--- src/hw/rtl/tag_pkg.sv ---
// Shared types and constants for the traffic address generator.
// Used by the controller, the datapath and the top level.
package tag_pkg;

   localparam int ADDR_W    = 48;
   localparam int BURST_W   = 13;
   localparam int BPM_W     = 32;
   localparam int STRIDE_W  = 24;
   localparam int AM_W      = 7;
   localparam int MASTER_W  = 6;
   localparam int ORD_W     = 32;
   localparam int TAG_W     = 33;
   localparam int STATUS_W  = 3;
   localparam int CSR_IDX_W = 3;
   localparam int CSR_W     = 48;
   localparam int DIV_CNT_W = 5;

   localparam logic [BURST_W-1:0] BURST_128 = 13'd128;
   localparam logic [BURST_W-1:0] BURST_256 = 13'd256;
   localparam logic [ADDR_W-1:0]  LINE_MASK = 48'd511;

   localparam logic [STATUS_W-1:0] ST_OK          = 3'd0;
   localparam logic [STATUS_W-1:0] ST_BAD_MASTERS = 3'd1;
   localparam logic [STATUS_W-1:0] ST_NOT_ALIGNED = 3'd2;
   localparam logic [STATUS_W-1:0] ST_NEED_READ   = 3'd3;
   localparam logic [STATUS_W-1:0] ST_ZERO_STRIDE = 3'd4;
   localparam logic [STATUS_W-1:0] ST_BAD_SCATTER = 3'd5;
   localparam logic [STATUS_W-1:0] ST_FINISHED    = 3'd6;

   localparam logic [CSR_IDX_W-1:0] REG_PATTERN      = 3'd0;
   localparam logic [CSR_IDX_W-1:0] REG_OP_MODE      = 3'd1;
   localparam logic [CSR_IDX_W-1:0] REG_READ_BASE    = 3'd2;
   localparam logic [CSR_IDX_W-1:0] REG_WRITE_BASE   = 3'd3;
   localparam logic [CSR_IDX_W-1:0] REG_BURST        = 3'd4;
   localparam logic [CSR_IDX_W-1:0] REG_BPM          = 3'd5;
   localparam logic [CSR_IDX_W-1:0] REG_STRIDE       = 3'd6;
   localparam logic [CSR_IDX_W-1:0] REG_ACTIVE       = 3'd7;

   localparam logic [1:0] PAT_PRIVATE = 2'd0;
   localparam logic [1:0] PAT_STRIDED = 2'd1;
   localparam logic [1:0] PAT_SHARED  = 2'd2;
   localparam logic [1:0] PAT_SCATTER = 2'd3;

   localparam logic [1:0] OP_READ  = 2'd0;
   localparam logic [1:0] OP_WRITE = 2'd1;

   typedef struct packed {
      logic accept;
      logic div_init;
      logic div_step;
      logic mul;
      logic fin;
      logic eval;
      logic sum;
      logic emit;
   } tag_cmd_type;

   typedef struct packed {
      logic dirty;
      logic div_last;
      logic eval_ok;
      logic out_free;
   } tag_sts_type;

endpackage

--- src/hw/rtl/tag_ctrl.sv ---
// Sequencer for the traffic address generator.
// Drives tag_dp through tag_pkg command and status structs.
module tag_ctrl (
   input  logic                 clock,
   input  logic                 reset,
   input  logic                 req_valid,
   output logic                 req_stall,
   input  tag_pkg::tag_sts_type sts,
   output tag_pkg::tag_cmd_type cmd
);
   import tag_pkg::*;

   localparam logic [2:0] S_IDLE = 3'd0;
   localparam logic [2:0] S_DIV  = 3'd1;
   localparam logic [2:0] S_MUL  = 3'd2;
   localparam logic [2:0] S_FIN  = 3'd3;
   localparam logic [2:0] S_EVAL = 3'd4;
   localparam logic [2:0] S_SUM  = 3'd5;
   localparam logic [2:0] S_EMIT = 3'd6;

   logic [2:0] state_ff;
   logic [2:0] state_in;

   assign req_stall = (state_ff != S_IDLE);

   always_comb begin
      state_in = state_ff;
      cmd      = '0;
      unique case (state_ff)
         S_IDLE: begin
            if (req_valid) begin
               cmd.accept = 1'b1;
               if (sts.dirty) begin
                  cmd.div_init = 1'b1;
                  state_in     = S_DIV;
               end else begin
                  state_in = S_EVAL;
               end
            end
         end
         S_DIV: begin
            cmd.div_step = 1'b1;
            if (sts.div_last) begin
               state_in = S_MUL;
            end
         end
         S_MUL: begin
            cmd.mul  = 1'b1;
            state_in = S_FIN;
         end
         S_FIN: begin
            cmd.fin  = 1'b1;
            state_in = S_EVAL;
         end
         S_EVAL: begin
            cmd.eval = 1'b1;
            state_in = sts.eval_ok ? S_SUM : S_EMIT;
         end
         S_SUM: begin
            cmd.sum  = 1'b1;
            state_in = S_EMIT;
         end
         S_EMIT: begin
            if (sts.out_free) begin
               cmd.emit = 1'b1;
               state_in = S_IDLE;
            end
         end
         default: begin
            state_in = S_IDLE;
         end
      endcase
   end

   always_ff @(posedge clock) begin
      if (reset) begin
         state_ff <= S_IDLE;
      end else begin
         state_ff <= state_in;
      end
   end

`ifndef SYNTH
   a_eval_clean: assert property (@(posedge clock) disable iff (reset)
      (state_ff == S_EVAL) |-> !sts.dirty)
      else $error("evaluation with stale derived config");
   a_div_exit: assert property (@(posedge clock) disable iff (reset)
      (state_ff == S_DIV) |=> (state_ff == S_DIV || state_ff == S_MUL))
      else $error("divider left early");
   a_sum_emit: assert property (@(posedge clock) disable iff (reset)
      (state_ff == S_SUM) |=> (state_ff == S_EMIT))
      else $error("sum not followed by emit");
`endif

endmodule

--- config.mk ---
export PLATFORM = sky130hd
export DESIGN_NAME = tag_ctrl
export DESIGN_NICKNAME = d
export VERILOG_FILES = /design/src/hw/rtl/tag_pkg.sv /design/src/hw/rtl/tag_ctrl.sv
export SDC_FILE = /design/constraint.sdc
export NUM_CORES = 1
export LEC_CHECK = 0
export ABC_AREA = 1
export BUFFER_PORTS_ARGS = -buffer_cell sky130_fd_sc_hd__buf_2
export CELL_PAD_IN_SITES_DETAIL_PLACEMENT = 0
export CELL_PAD_IN_SITES_GLOBAL_PLACEMENT = 1
export CORE_AREA = 2 2 39 41
export CTS_CLUSTER_SIZE = 25
export DETAILED_ROUTE_END_ITERATION = 6
export DIE_AREA = 0 0 41 43
export GPL_TIMING_DRIVEN = 1
export PLACE_DENSITY_LB_ADDON = 0.05
export SYNTH_ARGS = -nofsm -noshare
export SYNTH_HDL_FRONTEND = slang
export SYNTH_SLANG_ARGS = --single-unit
--- constraint.sdc ---
create_clock -name clock -period 1.91 [get_ports clock]
set_clock_uncertainty 0.1 [all_clocks]
set_input_delay 0.191 -clock clock [delete_from_list [all_inputs] [get_ports clock]]
set_output_delay 0.191 -clock clock [all_outputs]
set_load 0.02 [all_outputs]
==> flow_summary.ini, run 1 <==
[detailed_routing]
num_vias = 333
post_drt_via_cell_ratio = 4.111
drt_drc_violations_left = 0
drt-total-wl_um = 723
antenna_left = 0
post_drt_wl_per_cell_um = 8.926
drt_pre_antenna_iters = 3
initialDrtViolationCount = 4

[yosys]
syn_area_um2 = 281.5
synth.top_cell.area_share_pct = 21.33
yosys_warnings = 0
yosys.cell_types.count = 16
synthCells = 47
syn-mean-instance-area_um2 = 5.990
yosysTopAreaCell = dfxtp_1
synth-seq-cells = 3
synthesis.nets = 54
synth.area.top_cells = dfxtp_1 21%, inv_1 12%, nor2_1 9.3%
ys_seq_area_share_pct = 21.33

[cells_and_area]
finalInstanceArea_um2 = 395.4
drive_gt1_share_pct = 40.00
synthToLayoutAreaGrowth_pct = 40.44
largest_register_ffs = 3
final_cells = 81
reg.largest.list = state_ff x3
top_register = state_ff
fin_nets = 73
insertedDiodeCount = 0

[sta]
worst_slew_margin_rel_pct = 81.43
timing.final.setup_violations = 0
worst-slew-pin-transition_ps = 278.1
timing.final.crit_share_pct = 79.64
rsz_0062_raised_after_global_routing = false
timing_hold_violations_final = 0
final.min_clock_period_ps = 1521
worst_hold_slack_ps = 42.61
setup-tns-final_ps = 0
maxSlewViolCount = 0
max_clock_freq_mhz = 657.4

[clocking]
tritoncts = yes
clk_latency_ps = 230
ctsResizeCount = 0
clk_transition_reported_paths_ps = 30
cts_inserted_buffers = 3
clock_sink_count = 3
cts_root_buf = clkbuf_4
cts_post_setup_buffers_inserted = 0
cts_buffer_depth = 2
hold_buffers = 0
cts-htree-levels = 1

[worst_setup_path]
worst-path-max-fanout = 6
timing.setup.critical_path_class = reg2out
regToRegEndpoint = state_ff[2]$_SDFFE_PP0P_
startpoint_type = flop
flop_to_flop_setup_slack_ps = 630
timing.rr.start = state_ff[2]$_SDFFE_PP0P_
worst-endpoint-arrival_ps = 1230
end_kind = output pin
rr_worst_depth = 5
critPathRequiredTime_ps = 1620

[power_and_ir_drop]
p_per_area_nw_per_um2 = 1799
ir_worst_vdd_mv = 0.4980
power_leakage_nw = 0.2202

[grt]
grt_pass1_vias = 297
antenna_found_initial = 0
overflow = 0
grt_util_overall_pct = 10.33
grt_pass1_wl_um = 1186
largest_net_degree_at_the_start_of_global_routing = 10

[die]
fp.dieArea_um2 = 1763
die_x_um = 41
die_height_um = 43
fp-row-count = 14
core_um2 = 1384
design.portCount = 16
starting_density_of_the_core_pct = 20.34

[placement]
place.detailed.instances = 77
detailedPlacementHpwl_um = 618.5
placement.io_buffers = 15
placed_cell_area_um2 = 369.1
place_congestion = 0.6104

[min_path]
timing.hold.worst_path_depth = 2
worstHoldEndpoint = state_ff[0]$_SDFFE_PP0P_
min_from = reset
timing.hold.worst.class = in2reg

[flow_run]
max_cap_viols = 0

[status]
run_status = complete, no violations
-- area by class of cell --
class,count,area [um2]
clock buffers,4,26.28
well taps,16,20.02
inverters,10,37.54
flip-flops and latches,3,60.06
multi-input cells,33,176.4
fillers,175,988.4
repair buffers,15,75.07
-- kinds of logic (layout without fill, tap and decap cells) --
kind of cell           after synthesis  in the layout  synth area share, %
AND/OR/NAND/NOR                     28             28                51.56
buffers and inverters               11             29                16.00
AO/OA/AOI/OAI                        5              5                11.11
flip-flops                           3              3                21.33
-- worst max path at each step --
stage	startpoint	cells after the start	slack, ps	to
floorplan	state_ff[2]$_SDFFE_PP0P_	4	390	cmd[6]
global placement	state_ff[1]$_SDFFE_PP0P_	4	580	cmd[6]
detailed placement	state_ff[1]$_SDFFE_PP0P_	4	640	cmd[6]
CTS	state_ff[1]$_SDFFE_PP0P_	4	380	cmd[6]
global route	state_ff[1]$_SDFFE_PP0P_	4	260	cmd[6]
finish	state_ff[1]$_SDFFE_PP0P_	4	390	cmd[6]
-- cells in the mapped netlist (all sizes together) --
library cell   n
a21oi          4
buf            1
dfxtp          3
inv           10
nand2          7
nand3          7
nor2          10
nor3           3
o211ai         1
or2            1
-- layout by cell type (no fill, tap or decap) --
cell | synthesis | layout
nand3_2 | 2 | 2
a21oi_2 | 1 | 1
nand2_1 | 6 | 6
nand3_1 | 5 | 5
buf_2 | 0 | 15
or2_1 | 1 | 1
a21oi_1 | 3 | 3
dfxtp_1 | 3 | 3
nor3_1 | 3 | 3
clkbuf_4 | 0 | 3
nor2_4 | 1 | 1
clkbuf_1 | 0 | 1
inv_2 | 1 | 1
nor2_1 | 7 | 7
nand2_2 | 1 | 1
o211ai_1 | 1 | 1
nor2_2 | 2 | 2
inv_1 | 9 | 9
-- worst max-delay path, stage by stage, from the launching register on --
cell and delay [ps]:
dfxtp_1 360, nor2_2 200, nand2_1 110, nor3_1 130, buf_2 190
-- where the power goes --
part / switching, mW / internal [mW] / leakage [nW]
Sequential: 0.0484 / 0.0922 / 0.0247
Clock: 0.0340 / 0.0783 / 0.0150
Combinational: 0.302 / 0.156 / 0.180
Total: 0.385 / 0.327 / 0.220
-- per-stage QoR --
step | total power [mW] | worst slack (ps) | util, %
finish | 0.7113 | 388.9 | 28.57
global route | 0.7882 | 258.2 | 28.57
floorplan | 0.4894 | 387.3 | -
global placement | 0.6231 | 575.3 | 26.67
CTS | 0.7229 | 383.7 | 28.57
detailed placement | 0.6059 | 639.6 | 26.67
-- routing by layer --
metal	part of all wire [%]	track usage (%)	vias to the layer above
met5	0	0	-
li1	-	-	181
met1	43	12.18	135
met4	1.4	6.000	0
met2	46	14.37	14
met3	10	5.236	3
No activity file was read; power rests on OpenSTA's default activity.
==> run 2: changes to the inputs <==
==> constraint.sdc (replaced) <==
create_clock -name clock -period 1.4 [get_ports clock]
set_clock_uncertainty 0.1 [all_clocks]
set_input_delay 0.14 -clock clock [delete_from_list [all_inputs] [get_ports clock]]
set_output_delay 0.14 -clock clock [all_outputs]
set_load 0.02 [all_outputs]
==> run 2 against run 1 <==
Hold slack improved by 47 ps. Combinational power rose by 52%. Flip-flop and latch count did not move. Count of clock-buffer cells in the layout did not move. Final cell count rose by 2.5%. Sequential power rose by 55%. Critical endpoint unchanged. Largest power group unchanged.
==> flow_summary.ini, run 2 (same netlist as run 1, synthesis figures left out) <==
[cells_and_area]
largest_register_ffs = 3
synthToLayoutAreaGrowth_pct = 56.00
reg.largest.list = state_ff x3
insertedDiodeCount = 0
fin_nets = 75
layout_common_cells = 13 x buf_2, 7 x nor2_1, 7 x inv_1, 6 x nand2_1, 5 x nand3_1
drive_gt1_share_pct = 50.75
finalInstanceArea_um2 = 439.2
top_register = state_ff
final_common_cell = buf_2

[sta]
worst_slew_margin_rel_pct = 85.02
maxSlewViolCount = 0
post-route-worst-setup-slack_ps = 94.87
max_clock_freq_mhz = 766.2
timing_hold_violations_final = 0
final.min_clock_period_ps = 1305
worst-slew-pin-transition_ps = 224.8
worst_hold_slack_ps = 89.95
timing.final.setup_violations = 0
timing.final.crit_share_pct = 93.22
rsz_0062_raised_after_global_routing = false
setup-tns-final_ps = 0

[clocking]
cts_inserted_buffers = 3
tritoncts = yes
clk_latency_ps = 230
clock_sink_count = 3
cts_root_buf = clkbuf_4
cts-htree-levels = 1
clk_transition_reported_paths_ps = 30
cts_buffer_depth = 2

[worst_setup_path]
end_kind = output pin
critPathSlowestCell = dfxtp_4
worst-endpoint-arrival_ps = 1070
critical_path.max_stage_delay_ps = 370
timing.rr.start = state_ff[1]$_SDFFE_PP0P_
worst_setup_path_startpoint = state_ff[2]$_SDFFE_PP0P_
startpoint_type = flop
cp_cell_instances = inv_2 > nand2_1 > nor3_2 > buf_4
flop_to_flop_setup_slack_ps = 200
worst-path-max-fanout = 9
timing.setup.critical_path_class = reg2out
critPathRequiredTime_ps = 1160

[die]
die_x_um = 41
design.portCount = 16
die_height_um = 43
starting_density_of_the_core_pct = 20.34
fp.dieArea_um2 = 1763
core_um2 = 1384
fp-row-count = 14

[power_and_ir_drop]
p_per_area_nw_per_um2 = 2430
power.sequential.fraction_pct = 20.5
comb_power_share_pct = 65.2
internal_power_mw = 0.5069
switching_share_pct = 52.50
ir_worst_vdd_mv = 1.080
power_leakage_nw = 0.2335
power.share.clock_pct = 14.3
switching_power_mw = 0.5603

[grt]
grt_pass1_vias = 283
antenna_found_initial = 0
grt_util_overall_pct = 9.419
grt_pass1_wl_um = 1131
overflow = 0
largest_net_degree_at_the_start_of_global_routing = 10

[placement]
place_congestion = 0.6221
placed_cell_area_um2 = 379.1
detailedPlacementHpwl_um = 616
placement.io_buffers = 15
pre_cts_ws_ps = 68.97

[detailed_routing]
antenna_left = 0
num_vias = 350
initialDrtViolationCount = 4
post_drt_wl_per_cell_um = 9.096
drt_drc_violations_left = 0
drt-total-wl_um = 755
post_drt_via_cell_ratio = 4.217
drt_pre_antenna_iters = 2

[min_path]
timing.hold.worst.class = in2reg
min_from = sts[0]

[status]
run_status = complete, no violations

[flow_run]
max_cap_viols = 0
==> run 2: cell types whose count changed in the layout (fill, tap and decap cells not counted), sizes merged <==
cell         previous run  this run
dlygate4sd3             0         1
buf                    15        16
==> run 2: area by class of cell <==
class	instances	area, um2
Clock buffer	4	26.28
Multi-Input combinational cell	33	191.4
Sequential cell	3	66.31
Inverter	10	37.54
Tap cell	16	20.02
Fill cell	170	944.7
Timing Repair Buffer	17	97.59
==> run 2: what timing repair did <==
action                                  CTS  global route
endpoints found under the setup margin    7             6
hold buffers                              1             0
pin swaps                                 1             0
resized for setup                         4             5
setup buffers                             1             0
endpoints found under the hold margin     2             0
==> run 2: final timing paths <==
kind / endpoint / cells after the start
worst max-delay path: cmd[6] / 4
worst min register to register: state_ff[0]$_SDFFE_PP0P_ / 3
worst max register to register: state_ff[2]$_SDFFE_PP0P_ / 6
worst min-delay path: state_ff[1]$_SDFFE_PP0P_ / 4
==> run 2: metrics by stage <==
stage	util (%)	instances	power, mW
floorplan	-	47	0.6809
global placement	27.40	77	0.8592
detailed placement	27.40	77	0.8458
CTS	31.01	83	1.069
global route	31.74	83	1.172
finish	31.74	83	1.067
==> run 2: worst max-delay path: cells and delay by family, from the launching register on <==
| family | cells | cell delay (ps) |
|---|---|---|
| buffers and inverters | 2 | 260 |
| DFF | 1 | 370 |
| and+or+nand+nor | 2 | 210 |
==> run 2: power groups by stage <==
stage | Sequential (mW) | Combinational, mW | Clock, mW
after floorplan | 0.161 | 0.520 | 0
after CTS | 0.209 | 0.700 | 0.160
after global placement | 0.197 | 0.662 | 0
after global routing | 0.229 | 0.773 | 0.170
after detailed placement | 0.194 | 0.652 | 0
final | 0.219 | 0.696 | 0.153
==> run 2: metal layers <==
layer	global-route usage, %	routed length (um)	up-vias
li1	-	-	189
met1	13.10	335	148
met2	12.81	358	13
met3	6.283	61	0
met4	0	0	0
met5	0	0	-
